<file path="config.mk">
export PLATFORM = sky130hd
export DESIGN_NAME = flash_row_packer
export DESIGN_NICKNAME = d
export VERILOG_FILES = /design/src/hdl/fpk_pkg.sv /design/src/hdl/fpk_ctrl.sv /design/src/hdl/fpk_dp.sv /design/src/hdl/flash_row_packer.sv
export SDC_FILE = /design/constraint.sdc
export NUM_CORES = 2
export LEC_CHECK = 0
export BUFFER_PORTS_ARGS = -buffer_cell sky130_fd_sc_hd__buf_2
export CORE_UTILIZATION = 35
export DETAILED_ROUTE_END_ITERATION = 8
export HOLD_SLACK_MARGIN = 0.15
export PLACE_DENSITY = 0.57
export SLEW_MARGIN = 20
export SYNTH_ARGS = -nofsm -noshare
export SYNTH_HDL_FRONTEND = slang
export SYNTH_HIERARCHICAL = 1
export SYNTH_SLANG_ARGS = --single-unit
</file>
<file path="constraint.sdc">
create_clock -name i_clk -period 10.47 [get_ports i_clk]
set_clock_uncertainty 0.05 [all_clocks]
set_input_delay 2.6175 -clock i_clk [delete_from_list [all_inputs] [get_ports i_clk]]
set_output_delay 2.6175 -clock i_clk [all_outputs]
set_load 0.1 [all_outputs]
</file>
<file path="src/hdl/fpk_pkg.sv">
// ----------------------------------------------------------------------------
// fpk_pkg
// Shared types and constants for the flash row packer.
// ----------------------------------------------------------------------------
package fpk_pkg;

    // Row size in bytes. It must be a power of two in the range 8 to 256.
    localparam int ROW_BYTES_DEF = 128;

    // Opcodes
    localparam logic OP_DATA  = 1'b0;
    localparam logic OP_FLUSH = 1'b1;

    // Result status codes
    localparam logic ST_WORD  = 1'b0;
    localparam logic ST_ERROR = 1'b1;

    // A flush restarts the row at this address.
    localparam logic [31:0] FLUSH_BASE = 32'hFFFF_FF00;
    // Blank fill by byte position mod 4: FF FF FF 00, lowest byte first.
    localparam logic [31:0] BLANK_WORD = 32'h00FF_FFFF;

    typedef struct packed {
        logic        opcode;
        logic [31:0] address;
        logic [7:0]  data_byte;
    } t_in;

    typedef struct packed {
        logic [31:0] row_address;
        logic [5:0]  word_index;
        logic [31:0] row_word;
        logic        status;
        logic        last;
    } t_out;

    typedef enum logic [2:0] {
        S_IDLE,
        S_DECIDE,
        S_FILL,
        S_EMIT_RD,
        S_EMIT,
        S_ERR
    } t_state;

    // What the current input does once its row work is done
    typedef enum logic [1:0] {
        KIND_APPEND,
        KIND_JUMP,
        KIND_FLUSH
    } t_kind;

    // Source of the address at which a new row starts
    typedef enum logic [1:0] {
        BASE_ADDR,
        BASE_END,
        BASE_FLUSH
    } t_base;

    typedef struct packed {
        logic  load_in;     // capture the input beat
        logic  set_append;  // plan an in-row append up to the input address
        logic  start_row;   // start a new row, plan its blank prefix
        t_base base;        // start address source for start_row
        logic  fill_step;   // write one word of blank fill / data
        logic  emit_first;  // read word 0 of the row
        logic  emit_load;   // load one row word into the output register
        logic  err_load;    // load an error result
    } t_cmd;

    typedef struct packed {
        logic opcode;     // opcode of the held input
        logic below;      // address below the current row
        logic in_row;     // address inside the current row
        logic behind;     // address below the fill position
        logic full;       // row holds ROW_BYTES bytes
        logic empty;      // row holds no byte
        logic fill_done;  // fill position reached the planned end
        logic emit_last;  // word being emitted is the last one
        logic out_free;   // output register can take a result
    } t_sts;

endpackage

</file>
<file path="src/hdl/fpk_ctrl.sv">
// ----------------------------------------------------------------------------
// fpk_ctrl
// Sequencer: decodes each input and steps the datapath through
// fill, emit and restart.
// ----------------------------------------------------------------------------
module fpk_ctrl (
    input  logic          i_clk,
    input  logic          i_rst_n,
    input  logic          i_in_valid,
    output logic          o_in_ready,
    input  fpk_pkg::t_sts i_sts,
    output fpk_pkg::t_cmd o_cmd
);

    fpk_pkg::t_state r_state, n_state;
    fpk_pkg::t_kind  r_kind,  n_kind;

    always_ff @(posedge i_clk) begin
        if (!i_rst_n) begin
            r_state <= fpk_pkg::S_IDLE;
            r_kind  <= fpk_pkg::KIND_APPEND;
        end else begin
            r_state <= n_state;
            r_kind  <= n_kind;
        end
    end

    always_comb begin
        n_state          = r_state;
        n_kind           = r_kind;
        o_in_ready       = 1'b0;
        o_cmd            = '0;
        o_cmd.base       = fpk_pkg::BASE_ADDR;

        case (r_state)
            fpk_pkg::S_IDLE: begin
                // no beat is taken while reset is held
                o_in_ready = i_rst_n;
                if (i_in_valid && i_rst_n) begin
                    o_cmd.load_in = 1'b1;
                    n_state       = fpk_pkg::S_DECIDE;
                end
            end

            fpk_pkg::S_DECIDE: begin
                if (i_sts.opcode == fpk_pkg::OP_FLUSH) begin
                    n_kind = fpk_pkg::KIND_FLUSH;
                    if (!i_sts.empty) begin
                        n_state = fpk_pkg::S_EMIT_RD;
                    end else begin
                        o_cmd.start_row = 1'b1;
                        o_cmd.base      = fpk_pkg::BASE_FLUSH;
                        n_state         = fpk_pkg::S_FILL;
                    end
                end else if (i_sts.below) begin
                    n_state = fpk_pkg::S_ERR;
                end else if (i_sts.in_row) begin
                    if (i_sts.behind || i_sts.full) begin
                        n_state = fpk_pkg::S_ERR;
                    end else begin
                        o_cmd.set_append = 1'b1;
                        n_kind           = fpk_pkg::KIND_APPEND;
                        n_state          = fpk_pkg::S_FILL;
                    end
                end else begin
                    n_kind = fpk_pkg::KIND_JUMP;
                    if (!i_sts.empty) begin
                        n_state = fpk_pkg::S_EMIT_RD;
                    end else begin
                        o_cmd.start_row = 1'b1;
                        o_cmd.base      = fpk_pkg::BASE_ADDR;
                        n_state         = fpk_pkg::S_FILL;
                    end
                end
            end

            fpk_pkg::S_FILL: begin
                if (!i_sts.fill_done) begin
                    o_cmd.fill_step = 1'b1;
                end else if (r_kind == fpk_pkg::KIND_APPEND && i_sts.full) begin
                    n_state = fpk_pkg::S_EMIT_RD;
                end else begin
                    n_state = fpk_pkg::S_IDLE;
                end
            end

            fpk_pkg::S_EMIT_RD: begin
                o_cmd.emit_first = 1'b1;
                n_state          = fpk_pkg::S_EMIT;
            end

            fpk_pkg::S_EMIT: begin
                if (i_sts.out_free) begin
                    o_cmd.emit_load = 1'b1;
                    if (i_sts.emit_last) begin
                        o_cmd.start_row = 1'b1;
                        case (r_kind)
                            fpk_pkg::KIND_FLUSH:  o_cmd.base = fpk_pkg::BASE_FLUSH;
                            fpk_pkg::KIND_JUMP:   o_cmd.base = fpk_pkg::BASE_ADDR;
                            default:              o_cmd.base = fpk_pkg::BASE_END;
                        endcase
                        n_state = fpk_pkg::S_FILL;
                    end
                end
            end

            fpk_pkg::S_ERR: begin
                if (i_sts.out_free) begin
                    o_cmd.err_load = 1'b1;
                    n_state        = fpk_pkg::S_IDLE;
                end
            end

            default: begin
                n_state = fpk_pkg::S_IDLE;
            end
        endcase
    end

endmodule

</file>
<file path="src/hdl/fpk_dp.sv">
// ----------------------------------------------------------------------------
// fpk_dp
// Datapath: input hold register, row state, word-wide row memory with
// byte enables, emit counter and output register.
// ----------------------------------------------------------------------------
module fpk_dp #(
    parameter int ROW_BYTES = fpk_pkg::ROW_BYTES_DEF
) (
    input  logic          i_clk,
    input  logic          i_rst_n,
    input  fpk_pkg::t_in  i_in_data,
    input  fpk_pkg::t_cmd i_cmd,
    output fpk_pkg::t_sts o_sts,
    output logic          o_out_valid,
    input  logic          i_out_ready,
    output fpk_pkg::t_out o_out_data
);

    localparam int LOG    = $clog2(ROW_BYTES);
    localparam int FILL_W = LOG + 1;
    localparam int WIDX   = LOG - 2;
    localparam int WORDS  = ROW_BYTES / 4;

    fpk_pkg::t_in      r_in;
    logic [31:0]       r_row_start;
    logic [FILL_W-1:0] r_fill;
    logic [FILL_W-1:0] r_fend;     // fill position after the planned writes
    logic              r_fhas;     // last planned position takes the data byte
    logic [WIDX-1:0]   r_k;
    logic [31:0]       r_rd;
    logic              r_out_valid;
    fpk_pkg::t_out     r_out;

    logic [31:0]       mem [WORDS];

    // fill step
    logic [WIDX-1:0]   w;
    logic [WIDX:0]     w1;
    logic [FILL_W-1:0] bound;
    logic [FILL_W-1:0] n_fill_step;
    logic [FILL_W-1:0] dpos;
    logic [FILL_W-1:0] pos;
    logic [3:0]        be;
    logic [31:0]       wd;

    // row start
    logic [31:0]       base;
    logic [31:0]       row_end;

    // emit
    logic [WIDX-1:0]   last_k;
    logic [FILL_W-1:0] fill_m1;
    logic [FILL_W-1:0] epos;
    logic [31:0]       emit_word;
    logic              rd_en;
    logic [WIDX-1:0]   rd_addr;

    assign row_end = r_row_start + 32'(ROW_BYTES);

    always_comb begin
        case (i_cmd.base)
            fpk_pkg::BASE_END:   base = row_end;
            fpk_pkg::BASE_FLUSH: base = fpk_pkg::FLUSH_BASE;
            default:             base = r_in.address;
        endcase
    end

    // One word of blank fill, with the data byte at the last planned position.
    always_comb begin
        w     = r_fill[LOG-1:2];
        w1    = {1'b0, w} + 1'b1;
        bound = {w1, 2'b00};
        dpos  = r_fend - 1'b1;
        n_fill_step = (bound < r_fend) ? bound : r_fend;
        for (int b = 0; b < 4; b++) begin
            pos       = {1'b0, w, 2'(b)};
            be[b]     = i_cmd.fill_step && (pos >= r_fill) && (pos < r_fend);
            wd[8*b +: 8] = (r_fhas && pos == dpos) ? r_in.data_byte
                                                  : fpk_pkg::BLANK_WORD[8*b +: 8];
        end
    end

    // Row word with positions past the fill count forced to blank.
    always_comb begin
        fill_m1 = r_fill - 1'b1;
        last_k  = fill_m1[LOG-1:2];
        for (int b = 0; b < 4; b++) begin
            epos = {1'b0, r_k, 2'(b)};
            emit_word[8*b +: 8] = (epos < r_fill) ? r_rd[8*b +: 8]
                                                  : fpk_pkg::BLANK_WORD[8*b +: 8];
        end
        rd_en   = i_cmd.emit_first || i_cmd.emit_load;
        rd_addr = i_cmd.emit_first ? '0 : r_k + 1'b1;
    end

    // Row memory: byte-enabled write, registered read
    always_ff @(posedge i_clk) begin
        for (int b = 0; b < 4; b++) begin
            if (be[b]) begin
                mem[w][8*b +: 8] <= wd[8*b +: 8];
            end
        end
        if (rd_en) begin
            r_rd <= mem[rd_addr];
        end
    end

    // Input hold and emit counter
    always_ff @(posedge i_clk) begin
        if (i_cmd.load_in) begin
            r_in <= i_in_data;
        end
        if (i_cmd.emit_first) begin
            r_k <= '0;
        end else if (i_cmd.emit_load) begin
            r_k <= r_k + 1'b1;
        end
    end

    // Row state
    always_ff @(posedge i_clk) begin
        if (!i_rst_n) begin
            r_row_start <= '0;
            r_fill      <= '0;
            r_fend      <= '0;
            r_fhas      <= 1'b0;
        end else if (i_cmd.start_row) begin
            r_row_start <= base & ~(32'(ROW_BYTES) - 32'd1);
            r_fill      <= '0;
            r_fend      <= FILL_W'(base[LOG-1:0])
                           + FILL_W'(i_cmd.base == fpk_pkg::BASE_ADDR);
            r_fhas      <= (i_cmd.base == fpk_pkg::BASE_ADDR);
        end else if (i_cmd.set_append) begin
            r_fend <= FILL_W'(r_in.address[LOG-1:0]) + 1'b1;
            r_fhas <= 1'b1;
        end else if (i_cmd.fill_step) begin
            r_fill <= n_fill_step;
        end
    end

    // Output register
    always_ff @(posedge i_clk) begin
        if (!i_rst_n) begin
            r_out_valid <= 1'b0;
        end else if (i_cmd.emit_load || i_cmd.err_load) begin
            r_out_valid <= 1'b1;
        end else if (i_out_ready) begin
            r_out_valid <= 1'b0;
        end
    end

    always_ff @(posedge i_clk) begin
        if (i_cmd.emit_load) begin
            r_out.row_address <= r_row_start;
            r_out.word_index  <= 6'(r_k);
            r_out.row_word    <= emit_word;
            r_out.status      <= fpk_pkg::ST_WORD;
            r_out.last        <= (r_k == last_k);
        end else if (i_cmd.err_load) begin
            r_out.row_address <= '0;
            r_out.word_index  <= '0;
            r_out.row_word    <= '0;
            r_out.status      <= fpk_pkg::ST_ERROR;
            r_out.last        <= 1'b1;
        end
    end

    assign o_out_valid = r_out_valid;
    assign o_out_data  = r_out;

    always_comb begin
        o_sts.opcode    = r_in.opcode;
        o_sts.below     = r_in.address[31:LOG] < r_row_start[31:LOG];
        o_sts.in_row    = r_in.address[31:LOG] == r_row_start[31:LOG];
        o_sts.behind    = {1'b0, r_in.address[LOG-1:0]} < r_fill;
        o_sts.full      = r_fill == FILL_W'(ROW_BYTES);
        o_sts.empty     = r_fill == '0;
        o_sts.fill_done = r_fill == r_fend;
        o_sts.emit_last = r_k == last_k;
        o_sts.out_free  = !r_out_valid || i_out_ready;
    end

endmodule

</file>
<file path="src/hdl/flash_row_packer.sv">
// ----------------------------------------------------------------------------
// flash_row_packer
// Packs addressed data bytes into aligned flash rows and reads each row
// out as 32-bit words.
// ----------------------------------------------------------------------------
// Usage:
//   Input channel (i_in_valid / o_in_ready / i_in_data) takes one beat per
//   item: a data byte with its address, or a flush. Output channel
//   (o_out_valid / i_out_ready / o_out_data) gives row words, lowest address
//   in the low byte, or a one-beat error for a byte below the row, behind
//   the fill position or in a full row. An item's last beat has last = 1.
// Sequence:
//   An item is captured and decoded; then each row word that takes blank
//   bytes or the data byte is written (at most ROW_BYTES/4 words) and the
//   end of the fill is checked. When a row goes out, the memory read is
//   primed and the words are emitted one after another.
// Reset:
//   Synchronous, active low. Row start and fill count clear; the row memory
//   is not cleared, only filled positions are ever read.
// Stalls:
//   A result sits in the output register; a new item is taken while it
//   waits. Row readout pauses word by word while the receiver stalls.
// ROW_BYTES must be a power of two from 8 to 256.
// ----------------------------------------------------------------------------
module flash_row_packer #(
    parameter int ROW_BYTES = fpk_pkg::ROW_BYTES_DEF
) (
    input  logic          i_clk,
    input  logic          i_rst_n,
    input  logic          i_in_valid,
    output logic          o_in_ready,
    input  fpk_pkg::t_in  i_in_data,
    output logic          o_out_valid,
    input  logic          i_out_ready,
    output fpk_pkg::t_out o_out_data
);

    fpk_pkg::t_cmd cmd;
    fpk_pkg::t_sts sts;

    // Sequencer: one item at a time
    fpk_ctrl u_ctrl (
        .i_clk      (i_clk),
        .i_rst_n    (i_rst_n),
        .i_in_valid (i_in_valid),
        .o_in_ready (o_in_ready),
        .i_sts      (sts),
        .o_cmd      (cmd)
    );

    // Row memory, row state and output register
    fpk_dp #(
        .ROW_BYTES (ROW_BYTES)
    ) u_dp (
        .i_clk       (i_clk),
        .i_rst_n     (i_rst_n),
        .i_in_data   (i_in_data),
        .i_cmd       (cmd),
        .o_sts       (sts),
        .o_out_valid (o_out_valid),
        .i_out_ready (i_out_ready),
        .o_out_data  (o_out_data)
    );

`ifndef SYNTHESIS
    // An error beat is always a lone, zeroed, final beat.
    a_err_shape: assert property (@(posedge i_clk) disable iff (!i_rst_n)
        (o_out_valid && o_out_data.status == fpk_pkg::ST_ERROR) |->
        (o_out_data.last && o_out_data.row_word == '0 && o_out_data.word_index == '0))
        else $error("error beat malformed");

    // Never read out an empty row.
    a_no_empty_emit: assert property (@(posedge i_clk) disable iff (!i_rst_n)
        cmd.emit_load |-> !sts.empty)
        else $error("empty row emitted");

    // Fill writes only while short of the planned end.
    a_fill_bound: assert property (@(posedge i_clk) disable iff (!i_rst_n)
        cmd.fill_step |-> !sts.fill_done)
        else $error("fill step past end");

    // In the cycle after an accepted beat the block is busy.
    a_busy_after_accept: assert property (@(posedge i_clk) disable iff (!i_rst_n)
        (i_in_valid && o_in_ready) |=> !o_in_ready)
        else $error("accepted beat while busy");
`endif

endmodule

</file>
# --- Yosys cells after proc, flatten, opt, wreduce, memory -nomap -nowiden ---
# Memory sizes are Yosys's and may differ from the RTL's. A register that Yosys moved wholly into a read port is not among the register bits.
# Cells that the tools add are included.
op_classes:
  add_sub_neg: 7
  multipliers: 0
  div_mod_pow: 0
  magnitude_cmp: 15
  n_eq_ne: 24
  shifts: 0
  n_mux: 65
  bitwise_logic: 2
  reduce_logical: 30
op_table:
  columns: ["cell", "n"]
  rows:
  - ["72-bit two-way mux", 2]
  - ["8-bit two-way mux", 11]
  - ["7-bit by 8-bit less-than comparator with 1-bit output", 9]
  - ["32-bit case mux with 2 select lines", 1]
  - ["3-bit two-way mux", 15]
  - ["32-bit by 8-bit adder with 32-bit output (second input constant)", 1]
  - ["7-bit by 8-bit equality test with 1-bit output", 4]
  - ["7-bit by 8-bit >= comparator with 1-bit output", 4]
  - ["1-bit two-way mux", 26]
  - ["25-bit equality test", 1]
  - ["25-bit less-than comparator", 1]
  - ["3-bit case mux with 6 select lines", 1]
  - ["1-bit logical AND", 14]
  - ["2-bit two-way mux", 5]
  - ["7-bit by 1-bit adder with 8-bit output", 1]
  - ["7-bit by 1-bit adder with 8-bit output (second input constant)", 1]
  - ["8-bit equality test", 1]
  - ["8-bit equality test (second input constant)", 1]
  - ["8-bit logical NOT", 1]
  - ["8-bit less-than comparator", 1]
  - ["8-bit by 1-bit subtractor with 8-bit output (second input constant)", 1]
  - ["7-bit by 1-bit subtractor with 7-bit output (second input constant)", 1]
  - ["5-bit by 1-bit adder with 6-bit output (second input constant)", 1]
  - ["3-bit by 2-bit equality test with 1-bit output (second input constant)", 2]
  - ["other kinds (23)", 37]
totals:
  reg_bits: 158
  latchBits: 0
  mem_bits_rw: 1024
  romBits: 0
  in_bits: 45
  out_inout_bits: 74
  word_cells: 160
  n_memories: 1
memory_table:
  columns: ["memory", "depth", "width", "rd", "rd_clocked_by_memory_dff", "write_ports", "line", "rtl"]
  rows:
  - ["u_dp.mem", 32, 32, 1, 1, 1, "fpk_dp.sv:34", "logic [31:0] mem [WORDS];"]

# --- Depth between registers and ports, before layout ---
depth:
  word_depth: 11
  mapped_depth: 22
  mapped_depth_nobuf: 19

# --- Modules after synthesis ---
# Netlist, hierarchy kept.
by_module_without_submodules:
  columns: ["module", "instances", "cells_each", "area_per_inst_um2", "seq_area_each_um2"]
  rows:
  - ["fpk_dp", 1, 3579, 49723.9, 35814.3]
  - ["fpk_ctrl", 1, 63, 467.9, 100.1]

# --- Least setup slack after synthesis ---
# Ideal clock, no wire load.
synth_timing:
  kind: "input port to output port"
  from: "input port i_rst_n"
  to: "output port o_in_ready"
  t_arrival_ns: 3.952
  t_required_ns: 7.803
  setup_slack_ns: 3.851
  path_stages: 2
  n_path_buf: 0
  cell_sequence: "nand2_1 nor2_1"
synth_via:
  elab_chain_cells: 1
synth_rtl:
  columns: ["item", "line", "rtl"]
  rows:
  - ["from (decl)", "flash_row_packer.sv:29", "input logic i_rst_n,"]
  - ["1-bit two-way mux", "fpk_ctrl.sv:35", "case (r_state)"]
  - ["to (decl)", "flash_row_packer.sv:31", "output logic o_in_ready,"]
# No other way between the ends.

# --- Final worst setup path ---
# Ends and elaborated chain as after synthesis.

==> flow_summary.yaml <==
run_status:
  status: "finished clean"
grt:
  grt_pass1_vias: 30800
  antenna_found_initial: 6
  grt_pass1_wl_mm: 209
  grtUsageTotal: 0.192
  grt_max_degree: 194
  overflow: 0
drt:
  drtPass1Iterations: 5
  drtIter0Drc: 3221
  vias: 32200
  via_per_inst: 5.69
  wl_per_cell_um: 25.3
  postRouteAntennaNets: 0
  drc: 0
  finalWirelength_mm: 143
clock_tree:
  cts_tree: "yes"
  clockBufferDepth: 3
  cts_sinks: 1214
  ctsResizeCount: 0
  clock_latency_ns: 0.71
  root_buffer: "clkbuf_16"
  post_cts_buffers: 0
  cts_hold_buffers: 0
  htreeDepth: 3
  clkTransAtPathRegs_ns: 0.06
  cts_made_buffers: 121
critical_path:
  slowest_stage: "buf_2"
  crit_family: "buffers and inverters"
  cp.required_ns: 7.80
  worstSetupPathType: "in2out"
  endpoint_kind: "primary output"
  crit_fanout: 12
  crit_top_cell: "buf_2"
  start_kind: "primary input"
  cp.arrival_ns: 3.67
  cpPeakStageDelay_ns: 0.46
  cp_num_buf_inv: 2
  cp_cell_sequence: "buf_2 > nand2_1 > nor2_1 > buf_2"
power_and_ir_drop:
  internal-power_mw: 9.02
  clockPowerShare: 0.291
  p_sw_frac: 0.377
  p_switching_mw: 5.46
  leakagePower_nw: 20.2
  p_per_area_nw_per_um2: 256
  p_comb_frac: 0.313
  ir_drop_uv: 232
  seqPwrFrac: 0.396
  total_power_mw: 14.5
logic_synthesis:
  yosysWarnings: 6
  syn_area_sq_um: 50200
  synthDistinctLibCells: 75
  synth.avg_cell_area_sq_um: 13.8
  synth-main-ff-cell: "edfxtp_1"
  synth.top_cell.area_share: 0.694
  synth-edff-count: 1160
  synthTopCellsByArea: "edfxtp_1 69%, o221ai_1 2.4%, dfxtp_1 2.2%, nand2_1 2.1%, a21oi_1 2.1%"
  synth_most_common_cell: "edfxtp_1"
  post_synth_inst_count: 3642
  yosysSeqAreaShare: 0.716
  async_reset_ff_frac: 0
  synth_seq_cells: 1214
  synth_common_cells: "1,160 x edfxtp_1, 284 x nand2_1, 243 x nor2_1, 207 x a21oi_1, 189 x clkbuf_1"
  synth.largest_area_cell: "edfxtp_1"
layout:
  nets: 3781
  syn_to_final_growth_pct: 12.6
  drive_gt1_frac: 0.104
die:
  die_h_um: 381
  initial_core_util: 0.354
  core_area_sq_um: 142000
  fp.dieW_um: 381
  rows: 138
  io_pins: 119
  die_area_sq_um: 145000
placed_design:
  globalplace.congestion: 0.849
  io_buffers: 110
  dpl.hpwl_mm: 85.7
timing:
  worst_pin_slew_ns: 1.10
  setup_viol: 0
  final_hold_viol_count: 0
  slew_headroom: 0.248
  fmax_ghz: 0.158
  min_period_ns: 6.34
  fin_crit_sh: 0.605
  setup_tns_ns: 0
  final_max_slew_viol_count: 0
  rsz0062_at_grt: "false"
worst_hold_path:
  worstHoldPathType: "reg2reg"
flow_run:
  maxCapViolCount: 0
==> per-layer routing <==
layer,GRT usage,routed length (um)
met1,0.263,61100
met2,0.313,69100
met3,0.0284,8670
met4,0.0645,4330
met5,0,13
==> state kept, by name (all words and copies together) (netlist names) <==
| register | count |
|---|---|
| u_dp/r_fend | 8 |
| u_dp/o_out_valid | 1 |
| u_dp/mem | 1024 |
| u_dp/o_sts | 1 |
| u_dp/r_row_start | 25 |
| u_dp/r_in | 40 |
| u_dp/r_k | 5 |
| u_dp/o_out_data | 64 |
| u_ctrl/r_state | 3 |
| u_dp/r_fill | 8 |
| u_ctrl/r_kind | 2 |
| u_dp/r_fhas | 1 |
| u_dp/r_rd | 32 |
==> layout by cell type (no fill, tap or decap), types with 34 or more instances in the layout <==
cell       Yosys  layout
mux2i_1       38      38
inv_1         58      57
clkbuf_16      0     123
buf_4         12      73
o22ai_1      133     133
nand3_1      149     149
a211oi_1      41      41
a21oi_1      207     207
buf_2         55     110
o21ai_0      151     150
o31ai_1       36      36
a31oi_1       49      49
a22oi_1       34      34
a2111oi_0     67      65
o221ai_1     137     137
ha_1          63      62
edfxtp_1    1160    1160
nor2_1       243     242
a22o_1        62      62
dfxtp_1       54      53
nand2_1      284     283
==> worst paths after layout <==
kind | slack, ns | from | to | cells after the start
setup / recovery | 4.13 | i_rst_n | o_in_ready | 4
hold / removal | 0.43 | u_ctrl/r_kind[0] | u_ctrl/r_kind[0] | 2
hold reg to reg | 0.43 | u_ctrl/r_kind[0] | u_ctrl/r_kind[0] | 2
setup reg to reg | 5.19 | u_dp/r_fill[2] | u_dp/r_row_start[27] | 14
==> layout make-up <==
cell class	count	area, sq um
Inverter	60	234
Clock inverter	69	591
Antenna cell	5	12.5
Sequential cell	1214	35900
Multi-Input combinational cell	2089	13000
Tap cell	1890	2360
Fill cell	13200	85400
Clock buffer	155	3260
Timing Repair Buffer	187	1190
==> cell families (layout without fill, tap and decap cells) <==
family	count (synthesis)	count (layout)	synth area share
other cells	1	13	0.0000747
simple gates	915	915	0.0864
compound gates	1021	1021	0.139
fa+ha+maj	63	63	0.0157
mux	39	39	0.00780
xor+xnor	43	43	0.00780
flops	1214	1214	0.716
buf+inv	346	471	0.0281
==> worst register-to-register path: cells and delay by family, from the launching register on <==
kind | cells | cell delay [ns]
simple gates | 4 | 2.18
compound gates | 6 | 1.11
fa+ha+maj | 1 | 0.39
buf+inv | 3 | 1.01
flops | 1 | 0.47
==> power groups by stage <==
| stage | clock network [mW] | logic, mW | registers, mW |
|---|---|---|---|
| 5_1_grt | 4.45 | 4.83 | 5.75 |
| 6_report | 4.21 | 4.54 | 5.73 |
| 4_1_cts | 4.28 | 4.51 | 5.73 |
| 3_3_place_gp | 0 | 4.48 | 5.83 |
| 3_5_place_dp | 0 | 4.50 | 5.83 |
| 2_1_floorplan | 0 | 2.76 | 5.94 |
==> per-stage QoR <==
stage | hold WS, ns | std cells | worst slack, ns | cell area (sq um) | util
floorplan | 0.405 | 3649 | 3.85 | 50200 | -
global placement | 0.422 | 5438 | 3.78 | 52600 | 0.371
detailed placement | 0.430 | 5438 | 3.70 | 52600 | 0.371
CTS | 0.435 | 5662 | 4.11 | 56500 | 0.398
global route | 0.473 | 5664 | 4.05 | 56500 | 0.398
finish | 0.432 | 5669 | 4.13 | 56500 | 0.398
Power figures use the tool's default switching activity.
